<file path="src/sv/i2c_master_byte_engine_unit_defines.svh">
// ----------------------------------------------------------------------------
// I2C byte engine assertion macros
// Concurrent assertion helpers shared by the engine's RTL files.
// ----------------------------------------------------------------------------
`ifndef I2C_MASTER_BYTE_ENGINE_UNIT_DEFINES_SVH
`define I2C_MASTER_BYTE_ENGINE_UNIT_DEFINES_SVH

`ifndef ASSERT_OFF
// Checked on every rising edge, suspended while reset is asserted.
`define IBE_ASSERT(lbl, clk, rst_n, prop) \
  lbl: assert property (@(posedge clk) disable iff (!rst_n) prop) \
    else $error("ibe assertion failed");
// Checked on every rising edge, reset included.
`define IBE_ASSERT_ALWAYS(lbl, clk, prop) \
  lbl: assert property (@(posedge clk) prop) \
    else $error("ibe assertion failed");
`else
`define IBE_ASSERT(lbl, clk, rst_n, prop)
`define IBE_ASSERT_ALWAYS(lbl, clk, prop)
`endif

`endif

</file>
<file path="src/sv/ibe_pkg.sv">
// ----------------------------------------------------------------------------
// I2C byte engine package
// Shared types and constants of the I2C master byte engine.
// ----------------------------------------------------------------------------
package ibe_pkg;

  localparam int unsigned QuarterW     = 10;
  localparam logic [QuarterW-1:0] QuarterReset = 10'd5;
  localparam int unsigned QueueDepth   = 2;

  // Command codes as they arrive on the input channel.
  typedef enum logic [2:0] {
    CMD_NONE  = 3'd0,
    CMD_START = 3'd1,
    CMD_STOP  = 3'd2,
    CMD_WRITE = 3'd3,
    CMD_READ  = 3'd4
  } cmd_e;

  // One classified tick as it travels from the front to the back.
  typedef struct packed {
    cmd_e       cmd;
    logic [7:0] data_byte;
    logic       ack_reply;
    logic       sda_sample;
  } tick_t;

  localparam int unsigned TickW = $bits(tick_t);

endpackage

</file>
<file path="src/sv/i2c_master_byte_engine_unit.sv">
// ----------------------------------------------------------------------------
// I2C master byte engine
// Tick-driven I2C master pin sequencer for start, stop, byte write and read.
// ----------------------------------------------------------------------------
// Usage: every input transaction is one bus time tick. It carries the sampled
// SDA level and optionally a command (start, stop, write byte, read byte).
// Each accepted tick yields exactly one output transaction with the SCL/SDA
// pin levels, the SDA drive enable, busy, a done pulse, the last read byte,
// the last write acknowledge and a rejection flag for commands seen while
// busy. Bit timing is set through cfg_we_i/cfg_wdata_i as a number of ticks
// per quarter bit period; write it only while the engine is idle.
// A tick is written into the queue at its accepting edge and stepped by the
// sequencer once the result slot is free or being emptied; its result is then
// held in the output register. The engine takes one tick per cycle while the
// receiver does not stall; the single sequencer step per tick is the limit.
// When the receiver stalls, the held result stays put, the sequencer freezes
// and the queue fills; once it is full in_stall_o rises. Reset returns the
// bus to idle (SCL and SDA high, SDA driven), a quarter period of 5 ticks,
// an empty queue and no pending output.
// ----------------------------------------------------------------------------
module i2c_master_byte_engine_unit #(
  parameter int unsigned QueueDepth = ibe_pkg::QueueDepth
) (
  input  logic                         clk_i,
  input  logic                         rst_ni,
  input  logic                         cfg_we_i,
  input  logic [ibe_pkg::QuarterW-1:0] cfg_wdata_i,
  input  logic                         in_valid_i,
  output logic                         in_stall_o,
  input  logic [2:0]                   cmd_i,
  input  logic [7:0]                   data_byte_i,
  input  logic                         ack_reply_i,
  input  logic                         sda_sample_i,
  output logic                         out_valid_o,
  input  logic                         out_stall_i,
  output logic                         scl_level_o,
  output logic                         sda_level_o,
  output logic                         sda_drive_o,
  output logic                         busy_res_o,
  output logic                         done_res_o,
  output logic [7:0]                   read_byte_o,
  output logic                         ack_ok_o,
  output logic                         cmd_rejected_o
);

  ibe_pkg::tick_t            front_tick;
  ibe_pkg::tick_t            back_tick;
  logic [ibe_pkg::TickW-1:0] back_bits;
  logic                      q_full, q_valid, q_pop;

  // Front: classify the tick; undefined command codes become plain ticks.
  ibe_front u_front (
    .cmd_i        (cmd_i),
    .data_byte_i  (data_byte_i),
    .ack_reply_i  (ack_reply_i),
    .sda_sample_i (sda_sample_i),
    .tick_o       (front_tick)
  );

  // The queue is the only place that can push back on the input channel.
  assign in_stall_o = q_full;

  ibe_queue #(
    .Width (ibe_pkg::TickW),
    .Depth (QueueDepth)
  ) u_queue (
    .clk_i       (clk_i),
    .rst_ni      (rst_ni),
    .push_i      (in_valid_i),
    .push_data_i (front_tick),
    .full_o      (q_full),
    .pop_i       (q_pop),
    .valid_o     (q_valid),
    .pop_data_o  (back_bits)
  );

  assign back_tick = ibe_pkg::tick_t'(back_bits);

  // Back: one sequencer step per tick, results held in its output register.
  ibe_back u_back (
    .clk_i          (clk_i),
    .rst_ni         (rst_ni),
    .cfg_we_i       (cfg_we_i),
    .cfg_wdata_i    (cfg_wdata_i),
    .tick_valid_i   (q_valid),
    .tick_i         (back_tick),
    .tick_pop_o     (q_pop),
    .out_valid_o    (out_valid_o),
    .out_stall_i    (out_stall_i),
    .scl_level_o    (scl_level_o),
    .sda_level_o    (sda_level_o),
    .sda_drive_o    (sda_drive_o),
    .busy_res_o     (busy_res_o),
    .done_res_o     (done_res_o),
    .read_byte_o    (read_byte_o),
    .ack_ok_o       (ack_ok_o),
    .cmd_rejected_o (cmd_rejected_o)
  );

endmodule

</file>
<file path="src/sv/ibe_front.sv">
// ----------------------------------------------------------------------------
// I2C byte engine front
// Classifies each incoming tick and folds undefined command codes to none.
// ----------------------------------------------------------------------------
module ibe_front (
  input  logic          [2:0] cmd_i,
  input  logic          [7:0] data_byte_i,
  input  logic                ack_reply_i,
  input  logic                sda_sample_i,
  output ibe_pkg::tick_t      tick_o
);

  ibe_pkg::cmd_e kind;

  // Codes above read carry no meaning and are treated as a plain tick.
  always_comb begin
    case (cmd_i)
      ibe_pkg::CMD_START,
      ibe_pkg::CMD_STOP,
      ibe_pkg::CMD_WRITE,
      ibe_pkg::CMD_READ: kind = ibe_pkg::cmd_e'(cmd_i);
      default:           kind = ibe_pkg::CMD_NONE;
    endcase
  end

  assign tick_o.cmd        = kind;
  assign tick_o.data_byte  = data_byte_i;
  assign tick_o.ack_reply  = ack_reply_i;
  assign tick_o.sda_sample = sda_sample_i;

endmodule

</file>
<file path="src/sv/ibe_queue.sv">
// ----------------------------------------------------------------------------
// I2C byte engine queue
// Small register queue that decouples the front from the back.
// ----------------------------------------------------------------------------
`include "i2c_master_byte_engine_unit_defines.svh"

module ibe_queue #(
  parameter int unsigned Width = 8,
  parameter int unsigned Depth = 2
) (
  input  logic             clk_i,
  input  logic             rst_ni,
  input  logic             push_i,
  input  logic [Width-1:0] push_data_i,
  output logic             full_o,
  input  logic             pop_i,
  output logic             valid_o,
  output logic [Width-1:0] pop_data_o
);

  localparam int unsigned PtrW = (Depth > 1) ? $clog2(Depth) : 1;
  localparam int unsigned CntW = $clog2(Depth + 1);

  logic [Width-1:0] store_q [Depth];
  logic [PtrW-1:0]  wr_ptr_q, wr_ptr_d, rd_ptr_q, rd_ptr_d;
  logic [CntW-1:0]  count_q, count_d;
  logic             do_push, do_pop;

  assign full_o     = (count_q == CntW'(Depth));
  assign valid_o    = (count_q != '0);
  assign pop_data_o = store_q[rd_ptr_q];
  assign do_push    = push_i && !full_o;
  assign do_pop     = pop_i && valid_o;

  always_comb begin
    wr_ptr_d = wr_ptr_q;
    rd_ptr_d = rd_ptr_q;
    count_d  = count_q;
    if (do_push) begin
      wr_ptr_d = (wr_ptr_q == PtrW'(Depth - 1)) ? '0 : wr_ptr_q + PtrW'(1);
    end
    if (do_pop) begin
      rd_ptr_d = (rd_ptr_q == PtrW'(Depth - 1)) ? '0 : rd_ptr_q + PtrW'(1);
    end
    if (do_push && !do_pop) begin
      count_d = count_q + CntW'(1);
    end else if (do_pop && !do_push) begin
      count_d = count_q - CntW'(1);
    end
  end

  always_ff @(posedge clk_i or negedge rst_ni) begin
    if (!rst_ni) begin
      wr_ptr_q <= '0;
      rd_ptr_q <= '0;
      count_q  <= '0;
    end else begin
      wr_ptr_q <= wr_ptr_d;
      rd_ptr_q <= rd_ptr_d;
      count_q  <= count_d;
    end
  end

  always_ff @(posedge clk_i) begin
    if (do_push) begin
      store_q[wr_ptr_q] <= push_data_i;
    end
  end

  // The fill level never leaves the range the storage can hold.
  `IBE_ASSERT(a_count_range, clk_i, rst_ni, count_q <= CntW'(Depth))
  // A pop on an empty queue would hand a stale entry to the back.
  `IBE_ASSERT(a_pop_count, clk_i, rst_ni,
              (pop_i && !valid_o && !push_i) |=> (count_q == $past(count_q)))

endmodule

</file>
<file path="src/sv/ibe_back.sv">
// ----------------------------------------------------------------------------
// I2C byte engine back
// Pin sequencer: runs start, stop, write and read segments tick by tick and
// holds the result registers that feed the output channel.
// ----------------------------------------------------------------------------
`include "i2c_master_byte_engine_unit_defines.svh"

module ibe_back (
  input  logic                            clk_i,
  input  logic                            rst_ni,
  input  logic                            cfg_we_i,
  input  logic [ibe_pkg::QuarterW-1:0]    cfg_wdata_i,
  input  logic                            tick_valid_i,
  input  ibe_pkg::tick_t                  tick_i,
  output logic                            tick_pop_o,
  output logic                            out_valid_o,
  input  logic                            out_stall_i,
  output logic                            scl_level_o,
  output logic                            sda_level_o,
  output logic                            sda_drive_o,
  output logic                            busy_res_o,
  output logic                            done_res_o,
  output logic [7:0]                      read_byte_o,
  output logic                            ack_ok_o,
  output logic                            cmd_rejected_o
);

  typedef enum logic [4:0] {
    PH_IDLE    = 5'd0,
    PH_ST_A    = 5'd1,
    PH_ST_B    = 5'd2,
    PH_ST_C    = 5'd3,
    PH_SP_A    = 5'd4,
    PH_SP_B    = 5'd5,
    PH_WR_LO   = 5'd6,
    PH_WR_DAT  = 5'd7,
    PH_WR_HI   = 5'd8,
    PH_WA_REL  = 5'd9,
    PH_WA_HI   = 5'd10,
    PH_WA_NACK = 5'd11,
    PH_WA_END  = 5'd12,
    PH_RD_LO   = 5'd13,
    PH_RD_HI   = 5'd14,
    PH_RD_SMP  = 5'd15,
    PH_RA_LO   = 5'd16,
    PH_RA_SET  = 5'd17,
    PH_RA_HI   = 5'd18
  } phase_e;

  phase_e                         phase_q, phase_d;
  logic [3:0]                     bit_q, bit_d;
  logic [7:0]                     shift_q, shift_d;
  logic [11:0]                    wait_q, wait_d;
  logic                           scl_q, scl_d, sda_q, sda_d, oe_q, oe_d;
  logic                           ack_q, ack_d, choice_q, choice_d;
  ibe_pkg::cmd_e                  cur_q, cur_d;
  logic [7:0]                     rdres_q, rdres_d;
  logic [ibe_pkg::QuarterW-1:0]   quarter_q;
  logic                           done_q, done_d, rej_q, rej_d;
  logic                           oval_q, oval_d;
  logic                           fire, known;

  // A tick is processed when the result slot is free or being emptied.
  assign fire       = tick_valid_i && (!oval_q || !out_stall_i);
  assign tick_pop_o = fire;
  assign known      = (tick_i.cmd != ibe_pkg::CMD_NONE);

  always_comb begin
    phase_e                       nx;
    logic                         enter_en;
    logic [1:0]                   len_sh;
    logic [ibe_pkg::QuarterW-1:0] q_eff;
    logic [11:0]                  span;

    phase_d  = phase_q;
    bit_d    = bit_q;
    shift_d  = shift_q;
    wait_d   = wait_q;
    scl_d    = scl_q;
    sda_d    = sda_q;
    oe_d     = oe_q;
    ack_d    = ack_q;
    choice_d = choice_q;
    cur_d    = cur_q;
    rdres_d  = rdres_q;
    done_d   = done_q;
    rej_d    = rej_q;
    oval_d   = fire || (oval_q && out_stall_i);
    nx       = PH_IDLE;
    enter_en = 1'b0;
    len_sh   = 2'd0;
    q_eff    = (quarter_q == '0) ? ibe_pkg::QuarterW'(1) : quarter_q;
    span     = 12'({2'b00, q_eff} << len_sh);

    if (fire) begin
      done_d = 1'b0;
      rej_d  = 1'b0;
      if (phase_q != PH_IDLE) begin
        rej_d = known;
        if (wait_q != '0) begin
          wait_d = wait_q - 12'd1;
        end else begin
          case (phase_q)
            PH_ST_A:   nx = PH_ST_B;
            PH_ST_B:   nx = PH_ST_C;
            PH_SP_A:   nx = PH_SP_B;
            PH_WR_LO:  nx = PH_WR_DAT;
            PH_WR_DAT: nx = PH_WR_HI;
            PH_WR_HI: begin
              shift_d = {shift_q[6:0], 1'b0};
              bit_d   = bit_q + 4'd1;
              nx      = (bit_d >= 4'd8) ? PH_WA_REL : PH_WR_LO;
            end
            PH_WA_REL: nx = PH_WA_HI;
            PH_WA_HI: begin
              if (tick_i.sda_sample) begin
                nx = PH_WA_NACK;
              end else begin
                ack_d = 1'b1;
                nx    = PH_WA_END;
              end
            end
            PH_WA_NACK: nx = PH_WA_END;
            PH_RD_LO:   nx = PH_RD_HI;
            PH_RD_HI:   nx = PH_RD_SMP;
            PH_RD_SMP: begin
              bit_d = bit_q + 4'd1;
              nx    = (bit_d >= 4'd8) ? PH_RA_LO : PH_RD_LO;
            end
            PH_RA_LO:  nx = PH_RA_SET;
            PH_RA_SET: nx = PH_RA_HI;
            default:   nx = PH_IDLE;
          endcase
          if (nx == PH_IDLE) begin
            if (cur_q == ibe_pkg::CMD_WRITE) begin
              oe_d = 1'b1;
            end
            if (cur_q == ibe_pkg::CMD_READ) begin
              rdres_d = shift_d;
            end
            phase_d = PH_IDLE;
            wait_d  = '0;
            done_d  = 1'b1;
          end else begin
            enter_en = 1'b1;
          end
        end
      end else if (known) begin
        cur_d    = tick_i.cmd;
        bit_d    = '0;
        enter_en = 1'b1;
        case (tick_i.cmd)
          ibe_pkg::CMD_START: nx = PH_ST_A;
          ibe_pkg::CMD_STOP:  nx = PH_SP_A;
          ibe_pkg::CMD_WRITE: begin
            shift_d = tick_i.data_byte;
            nx      = PH_WR_LO;
          end
          default: begin
            choice_d = tick_i.ack_reply;
            shift_d  = '0;
            nx       = PH_RD_LO;
          end
        endcase
      end

      // Segment entry: pin actions, then the segment length in quarters.
      if (enter_en) begin
        phase_d = nx;
        case (nx)
          PH_ST_A: begin oe_d = 1'b1; sda_d = 1'b1; end
          PH_ST_B: scl_d = 1'b1;
          PH_ST_C: sda_d = 1'b0;
          PH_SP_A: begin oe_d = 1'b1; sda_d = 1'b0; scl_d = 1'b1; end
          PH_SP_B: sda_d = 1'b1;
          PH_WR_LO: begin scl_d = 1'b0; oe_d = 1'b1; end
          PH_WR_DAT: sda_d = shift_d[7];
          PH_WR_HI: begin scl_d = 1'b1; len_sh = 2'd1; end
          PH_WA_REL: begin
            scl_d = 1'b0; oe_d = 1'b0; sda_d = 1'b1; len_sh = 2'd1;
          end
          PH_WA_HI: begin scl_d = 1'b1; len_sh = 2'd1; end
          PH_WA_NACK: begin
            oe_d = 1'b1; scl_d = 1'b0; ack_d = 1'b0; len_sh = 2'd2;
          end
          PH_WA_END: begin scl_d = 1'b0; len_sh = 2'd2; end
          PH_RD_LO: begin
            shift_d = {shift_d[6:0], 1'b0};
            scl_d = 1'b0; oe_d = 1'b0; sda_d = 1'b1; len_sh = 2'd1;
          end
          PH_RD_HI: scl_d = 1'b1;
          PH_RD_SMP: shift_d = {shift_d[7:1], shift_d[0] | tick_i.sda_sample};
          PH_RA_LO: begin scl_d = 1'b0; oe_d = 1'b1; len_sh = 2'd1; end
          PH_RA_SET: begin sda_d = !choice_d; len_sh = 2'd1; end
          PH_RA_HI: begin scl_d = 1'b1; len_sh = 2'd1; end
          default: ;
        endcase
        span   = 12'({2'b00, q_eff} << len_sh);
        wait_d = span - 12'd1;
      end
    end
  end

  always_ff @(posedge clk_i or negedge rst_ni) begin
    if (!rst_ni) begin
      phase_q   <= PH_IDLE;
      bit_q     <= '0;
      shift_q   <= '0;
      wait_q    <= '0;
      scl_q     <= 1'b1;
      sda_q     <= 1'b1;
      oe_q      <= 1'b1;
      ack_q     <= 1'b1;
      choice_q  <= 1'b0;
      cur_q     <= ibe_pkg::CMD_NONE;
      rdres_q   <= '0;
      quarter_q <= ibe_pkg::QuarterReset;
      done_q    <= 1'b0;
      rej_q     <= 1'b0;
      oval_q    <= 1'b0;
    end else begin
      phase_q  <= phase_d;
      bit_q    <= bit_d;
      shift_q  <= shift_d;
      wait_q   <= wait_d;
      scl_q    <= scl_d;
      sda_q    <= sda_d;
      oe_q     <= oe_d;
      ack_q    <= ack_d;
      choice_q <= choice_d;
      cur_q    <= cur_d;
      rdres_q  <= rdres_d;
      done_q   <= done_d;
      rej_q    <= rej_d;
      oval_q   <= oval_d;
      if (cfg_we_i) begin
        quarter_q <= cfg_wdata_i;
      end
    end
  end

  assign out_valid_o    = oval_q;
  assign scl_level_o    = scl_q;
  assign sda_level_o    = sda_q;
  assign sda_drive_o    = oe_q;
  assign busy_res_o     = (phase_q != PH_IDLE);
  assign done_res_o     = done_q;
  assign read_byte_o    = rdres_q;
  assign ack_ok_o       = ack_q;
  assign cmd_rejected_o = rej_q;

  // The completion tick always reports the engine as idle.
  `IBE_ASSERT(a_done_idle, clk_i, rst_ni, done_q |-> (phase_q == PH_IDLE))
  // No segment counter runs while the engine is idle.
  `IBE_ASSERT(a_idle_wait, clk_i, rst_ni, (phase_q == PH_IDLE) |-> (wait_q == '0))
  // Bit counter never passes the byte length.
  `IBE_ASSERT(a_bit_range, clk_i, rst_ni, bit_q <= 4'd8)
  // While the result waits, the sequencer does not advance.
  `IBE_ASSERT(a_hold_state, clk_i, rst_ni,
              (oval_q && out_stall_i) |=> ($stable(phase_q) && $stable(wait_q)))

endmodule

</file>
<file path="config.mk">
export PLATFORM = sky130hd
export DESIGN_NAME = i2c_master_byte_engine_unit
export DESIGN_NICKNAME = d
export VERILOG_FILES = /design/src/sv/ibe_pkg.sv /design/src/sv/i2c_master_byte_engine_unit.sv /design/src/sv/ibe_front.sv /design/src/sv/ibe_queue.sv /design/src/sv/ibe_back.sv
export VERILOG_INCLUDE_DIRS = /design/src /design/src/sv
export SDC_FILE = /design/constraint.sdc
export NUM_CORES = 1
export LEC_CHECK = 0
export BUFFER_PORTS_ARGS = -buffer_cell sky130_fd_sc_hd__buf_2
export CORE_MARGIN = 2
export CORE_UTILIZATION = 29
export DETAILED_ROUTE_END_ITERATION = 10
export GPL_ROUTABILITY_DRIVEN = 0
export PLACE_DENSITY = 0.45
export SLEW_MARGIN = 25
export SYNTH_ARGS = -nofsm -noshare
export SYNTH_HDL_FRONTEND = slang
export SYNTH_SLANG_ARGS = --single-unit
</file>
<file path="constraint.sdc">
create_clock -name clk_i -period 5.7 [get_ports clk_i]
set_clock_uncertainty 0.2 [all_clocks]
set_input_delay 0.285 -clock clk_i [delete_from_list [all_inputs] [get_ports clk_i]]
set_output_delay 0.285 -clock clk_i [all_outputs]
set_load 0.1 [all_outputs]
</file>
* After elaboration in Yosys (flattened, before gate mapping)
Memory sizes are Yosys's and may differ from the RTL's.
Cells that the tools add are included.
** Word-level totals
- Bits in registers :: 62
- Bits in writable memories :: 26
- Input bits :: 28
- Output and inout port bits :: 17
- Memories :: 1
** Memory list
- u_queue.store_q :: words 2, bits a word 13, read ports 1, clocked after memory_dff 0, wr ports 1, line ibe_queue.sv:24 : logic [Width-1:0] store_q [Depth];
** Cells by class
- $add $sub $neg :: 7
- Order comparisons :: 1
- Equal/unequal tests :: 45
- Shifts and indexed selects :: 1
- Multiplexer cells :: 70
- Bitwise operators :: 3
- Reduce and logical (&&, ||, !) cells :: 46
** Operators by type and width (number)
- equality test 5 x 4 -> 1 bit, second input constant :: 15
- case mux 5 bit (14 select lines) :: 1
- 2-to-1 mux 5 bit :: 12
- 2-to-1 mux 12 bit :: 4
- 2-to-1 mux 8 bit :: 6
- equality test 5 x 3 -> 1 bit, second input constant :: 7
- case mux 8 bit (2 select lines) :: 2
- 2-to-1 mux 1 bit :: 28
- equality test 5 bit, second input constant :: 5
- subtractor 12 x 1 -> 12 bit, second input constant :: 2
- 2-to-1 mux 4 bit :: 5
- equality test 3 x 2 -> 1 bit, second input constant :: 5
- equality test 5 x 2 -> 1 bit, second input constant :: 3
- case mux 4 bit (3 select lines) :: 1
- AND reduction 3 bit :: 4
- nonzero test 12 bit :: 1
- nonzero test 2 bit :: 6
- OR reduction 6 bit :: 2
- left shift 10 x 2 -> 12 bit :: 1
- equality test 5 x 1 -> 1 bit, second input constant :: 2
- zero test 10 bit :: 1
- 2-to-1 mux 10 bit :: 1
- OR reduction 2 bit :: 5
- 2-to-1 mux 2 bit :: 4
- other kinds (28) :: 50

* Longest topological paths before layout
- Word-level depth :: 18
- Mapped depth :: 18
- Gate-level depth less buffers :: 16

* Cells and area by module
Synthesis repeated with hierarchy kept, for this count alone.
** Unflattened totals
- Cell total of the unflattened synthesis :: 565
- Area, all modules :: 5370.2 sq um
** By module, submodules not included
- ibe_back :: instances 1, cells each 493, area an instance 4124.0 sq um, seq. area each 1458.9 sq um
- ibe_queue :: instances 1, cells each 59, area an instance 1141.1 sq um, seq. area each 880.8 sq um
- ibe_front :: instances 1, cells each 13, area an instance 105.1 sq um, seq. area each 0.0 sq um

* Least setup slack after synthesis
No wires, ideal clock.
- Path kind :: register to register
- From :: register u_back.phase_q[1]
- To :: register u_back.wait_q[4]
- Setup time :: 126 ps
- Arrival time :: 3766 ps
- Path slack :: 1608 ps
- Cell stages (with the launch flop) :: 17
- Buffers on the path :: 4
- Cell sequence :: dfrtp_1 > clkbuf_1 > or3_1 > nor2_4 > inv_2 > or3_1 > clkbuf_2 > o21ai_2 > or3_4 > a21o_4 > buf_6 > clkbuf_1 > o211ai_1 > ha_1 > nand3_1 > o32ai_1 > a221o_1
** On the way
- Elaborated cells on any way between the ends :: 47
- Classes of those cells :: add/sub: 1; eq/ne: 23; shift: 1; mux: 15; reduce/logical: 7
** RTL lines
- start, declared :: line ibe_back.sv:50 : phase_e phase_q, phase_d;
- start signal, assigned :: line ibe_back.sv:222 : phase_q <= phase_d;
- nonzero test 5 bit *
- named net busy_res_o :: line i2c_master_byte_engine_unit.sv:39 : output logic busy_res_o,
- 2-to-1 mux 5 bit :: line ibe_back.sv:98 : if (phase_q != PH_IDLE) begin
- 2-to-1 mux 5 bit :: line ibe_back.sv:95 : if (fire) begin
- equality test 5 x 4 -> 1 bit or equality test 5 bit (tied branches) :: line ibe_back.sv:170 : case (nx)
- OR reduction 7 bit (no line) or OR reduction 2 bit (tied branches)
- case mux 2 bit (2 select lines) :: line ibe_back.sv:170
- 2-to-1 mux 2 bit :: line ibe_back.sv:168 : if (enter_en) begin
- 2-to-1 mux 2 bit :: line ibe_back.sv:95
- left shift 10 x 2 -> 12 bit :: line ibe_back.sv:198 : span = 12'({2'b00, q_eff} << len_sh);
- subtractor 12 x 1 -> 12 bit :: line ibe_back.sv:199 : wait_d = span - 12'd1;
- 2-to-1 mux 12 bit :: line ibe_back.sv:168
- end signal, assigned :: line ibe_back.sv:225 : wait_q <= wait_d;
- end, declared :: line ibe_back.sv:53 : logic [11:0] wait_q, wait_d;
Mark *: on every way through the listed nets, which the timed path passes. The rest lies on a longest branch. The select of a mux whose other input is x is not followed.
A chain may end at the register's enable or synchronous reset.

* Worst setup path after layout
- From :: register u_queue.rd_ptr_q
- To :: register u_back.wait_q[10]
** On the way
- Word-level cells in the longest chain between the ends :: 17
- Elaborated cells on any way between the ends :: 41
- Classes of those cells :: add/sub: 1; eq/ne: 12; shift: 1; mux: 19; reduce/logical: 7; memory: 1
** RTL lines
- start, declared :: line ibe_queue.sv:25 : logic [PtrW-1:0] wr_ptr_q, wr_ptr_d, rd_ptr_q, rd_ptr_d;
- start signal, assigned :: line ibe_queue.sv:59 : rd_ptr_q <= rd_ptr_d;
- memory read (2 x 13 bit) *
- 2-to-1 mux 3 bit :: line ibe_back.sv:116 : if (tick_i.sda_sample) begin
- case mux 5 bit (14 select lines) :: line ibe_back.sv:103 : case (phase_q)
- 2-to-1 mux 5 bit :: line ibe_back.sv:100 : if (wait_q != '0) begin
- 2-to-1 mux 5 bit :: line ibe_back.sv:98
- 2-to-1 mux 5 bit :: line ibe_back.sv:95
- 2-to-1 mux 5 bit :: line ibe_back.sv:100
- 2-to-1 mux 5 bit :: line ibe_back.sv:98
- 2-to-1 mux 5 bit :: line ibe_back.sv:95
- equality test 5 x 4 -> 1 bit or equality test 5 bit (tied branches) :: line ibe_back.sv:170
- OR reduction 7 bit (no line) or OR reduction 2 bit (tied branches)
- case mux 2 bit (2 select lines) :: line ibe_back.sv:170
- 2-to-1 mux 2 bit :: line ibe_back.sv:168
- 2-to-1 mux 2 bit :: line ibe_back.sv:95
- left shift 10 x 2 -> 12 bit :: line ibe_back.sv:198
- subtractor 12 x 1 -> 12 bit :: line ibe_back.sv:199
- 2-to-1 mux 12 bit :: line ibe_back.sv:168
Mark *: on every way between the ends. The rest lies on a longest branch, timed or not. The select of a mux whose other input is x is not followed.

==> results.md <==
* Register area share after synthesis at approximately 45%
* Critical path startpoint category: register
* Clk_lat worst skew at 360 ps
* Worst-Margin Slew at around 960 ps
* Minimum clock period at 4700 ps
* CP endpoint kind: register
* Final cell count without fillers at around 840
* Largest net degree at the start of global routing at 63
* Critical path required time at approximately 5700 ps
* DR iter-0 viols at between 200 and 300
* Sw Ratio at 37.3%
* Root buffer cell: clkbuf_16
* Post-synth ARST share at a little over two thirds
* Resized Gates After CTS at 0
* CTS tree: done
* Final Cycle Share at between 80% and 90%
* Final WL at approximately 14 mm
* Setup TNS at 0 ps
* Area Overhead vs Synth at 17.7%
* Via density at 5.19
* CP max FO at 23
* Top post-synthesis cells by count: nand2_1, dfrtp_1, o21ai_0
* Max_cap viols at 0
* CTS sink count at between 80 and 90
* CP arrival at around 4700 ps
* First-pass GRT wire length at between 20 and 25 mm
* Comb pwr share at about 28%
* Post-Synthesis Cells at 555
* Via count at between 4000 and 5000
* Min-delay worst type: in -> reg
* Status: complete, no violations
* Floorplan core area at between 15000 and 20000 µm²
* Synth area leaders: dfrtp_1, edfxtp_1, nand2_1
* Synth area leader: dfrtp_1
* Internal power at approximately 1.3 mW
* Slew margin rel. at about 36%
* Fraction of layout cells with a size suffix above 1 at approximately a fifth
* Clock Path Buffers at 2
* Antenna cells at 0
* Power per cell area at roughly 340 nW/µm²
* Die Y at 139 µm
* Overflow after GRT at 0
* Tot GR Track Use at roughly 14%
* Count leader, synth: nand2_1
* Hold_buf cts at 22
* Final hold vios at 0
* Die Footprint at 19200 µm²
* Clock power frac at between 20% and 30%
* Slew Limit Fails at 0
* IO Pins at between 40 and 50
* Synthesized Nets at between 500 and 600
* Critical path class: reg -> reg
* Site Rows at a little under 50
* Post-synth EDFFs at 26
* RSZ-0062 raised after global routing: no
* Predominant post-synthesis flop cell: dfrtp_1
* Initial antenna violation count at 0
* Antenna viol nets, final at 0
* Register bit count reported by yosys at 88
* # nets final at 639
* TritonRoute pass-1 iters at 4
* Post-synth cell types at 82
* H-tree Lvls at 3
* Final setup viols at 0
* Port bufs at 44
* Die span in x at about 140 µm
* Maximum clock frequency at between 200 and 250 MHz
* Pleak at ~2.6 nW
* DP Cell Count at approximately 800
* Residual DRC count at 0
* Avg Cell Area, Syn at 9.46 µm²
* Clock-pin slew on the worst setup and hold paths at 70 ps
* Setup bufs post-CTS at 0
* Vias in the first global route at between 4000 and 5000
* Power share of the sequential group at a little over two fifths
* Synth Cell Area at roughly 5300 µm²
* Final HPWL DP at a little under 10 mm
* Yosys top cell area share at between 20% and 30%
* Fillers at 1805
* Worst vdd ir at 0.249 mV
* Routed length per instance at between 15 and 20 µm
* Switching power at between 0.7 and 0.8 mW
* Synth warnings at 0
* Num CTS Buffers at 9
* Initial Util at 29.4%
==> registers in the layout, summed over array words and instances (netlist names), 2 cells and up <==
register	count
u_back.quarter_q	10
u_back.phase_q	5
u_queue.store_q	26
u_back.read_byte_o	8
u_back.shift_q	8
u_back.cur_q	3
u_queue.count_q	2
u_back.bit_q	4
u_back.wait_q	12
==> cell usage in the layout (no fill, tap or decap), types with 8 or more instances in the layout <==
cell | Yosys | routed
a21oi_1 | 28 | 28
buf_2 | 3 | 44
clkbuf_16 | 0 | 9
dfrtp_1 | 56 | 56
dlygate4sd3_1 | 0 | 22
edfxtp_1 | 26 | 26
inv_1 | 13 | 13
mux2_2 | 21 | 21
mux2i_1 | 27 | 27
nand2_1 | 73 | 73
nand2b_1 | 9 | 9
nand3_1 | 8 | 8
nor2_1 | 48 | 47
nor3_1 | 20 | 20
o21ai_0 | 49 | 49
or3_1 | 8 | 8
==> final cells by class <==
class | count | area, µm² | share of cell area (%)
clock inverter | 7 | 70.1 | 1.13
inverter | 15 | 56.3 | 0.911
clock buffer | 9 | 225 | 3.64
multi-input combinational | 422 | 2730 | 44.1
timing repair buffer | 71 | 478 | 7.73
sequential | 88 | 2340 | 37.8
tap | 229 | 287 | 4.63
==> path summary, 6_finish.rpt <==
check,from,slack (ps),cells past startpoint,endpoint
setup / recovery,u_queue.rd_ptr_q,1000,14,u_back.wait_q[10]
hold / removal,cmd_i[0],30,2,u_queue.store_q[1][12]
setup reg to reg,u_queue.rd_ptr_q,1000,14,u_back.wait_q[10]
hold reg to reg,u_back.done_res_o,270,1,u_back.done_res_o
max in group asynchronous,rst_ni,4290,3,u_back.wait_q[3]
min in group asynchronous,rst_ni,460,3,u_back.shift_q[2]
==> through the flow <==
stage               setup slack [ps]  hold WS (ps)  total power, mW  util [%]  area [µm²]
floorplan                       1610          -211             1.36         -        5250
global placement                1150           255             1.52      31.7        5660
detailed placement              1040           260             1.53      31.8        5670
CTS                             1030          19.3             2.15      34.7        6180
global route                     641          31.9             2.26      34.7        6180
finish                          1000          31.3             2.13      34.7        6180
==> cell families after synthesis <==
logic type	share of synthesized area, %
simple gates	19.6
compound gates	18.8
flops	44.5
mux	10.4
buf+inv	3.60
xor+xnor	2.17
fa+ha+maj	0.953
==> critical path, stage by stage (launching register included) <==
cell	delay, ps
dfrtp_1	980
mux2_2	450
a2111o_1	420
o211ai_1	180
o22ai_1	330
or3_4	420
a21o_4	310
nand2_1	150
nor2_1	80
inv_1	90
ha_1	250
nand4_2	150
nor3_1	210
xor2_1	170
o221ai_1	130
==> power groups by stage <==
stage          Combinational, mW  Clock (mW)  Sequential (mW)
2_1_floorplan              0.440           0            0.917
3_3_place_gp               0.577           0            0.941
3_5_place_dp               0.586           0            0.945
4_1_cts                    0.597       0.623            0.934
5_1_grt                    0.656       0.646            0.958
6_report                   0.592       0.602            0.934
==> layer usage <==
layer	track usage, %	vias to the layer above	share of wire, %
met1	21.3	2112	51
met3	2.18	17	3.4
met2	21.3	100	44
met4	5.48	0	1.8
met5	0	-	0
li1	-	2134	-
No activity file was read; power rests on OpenSTA's default activity.
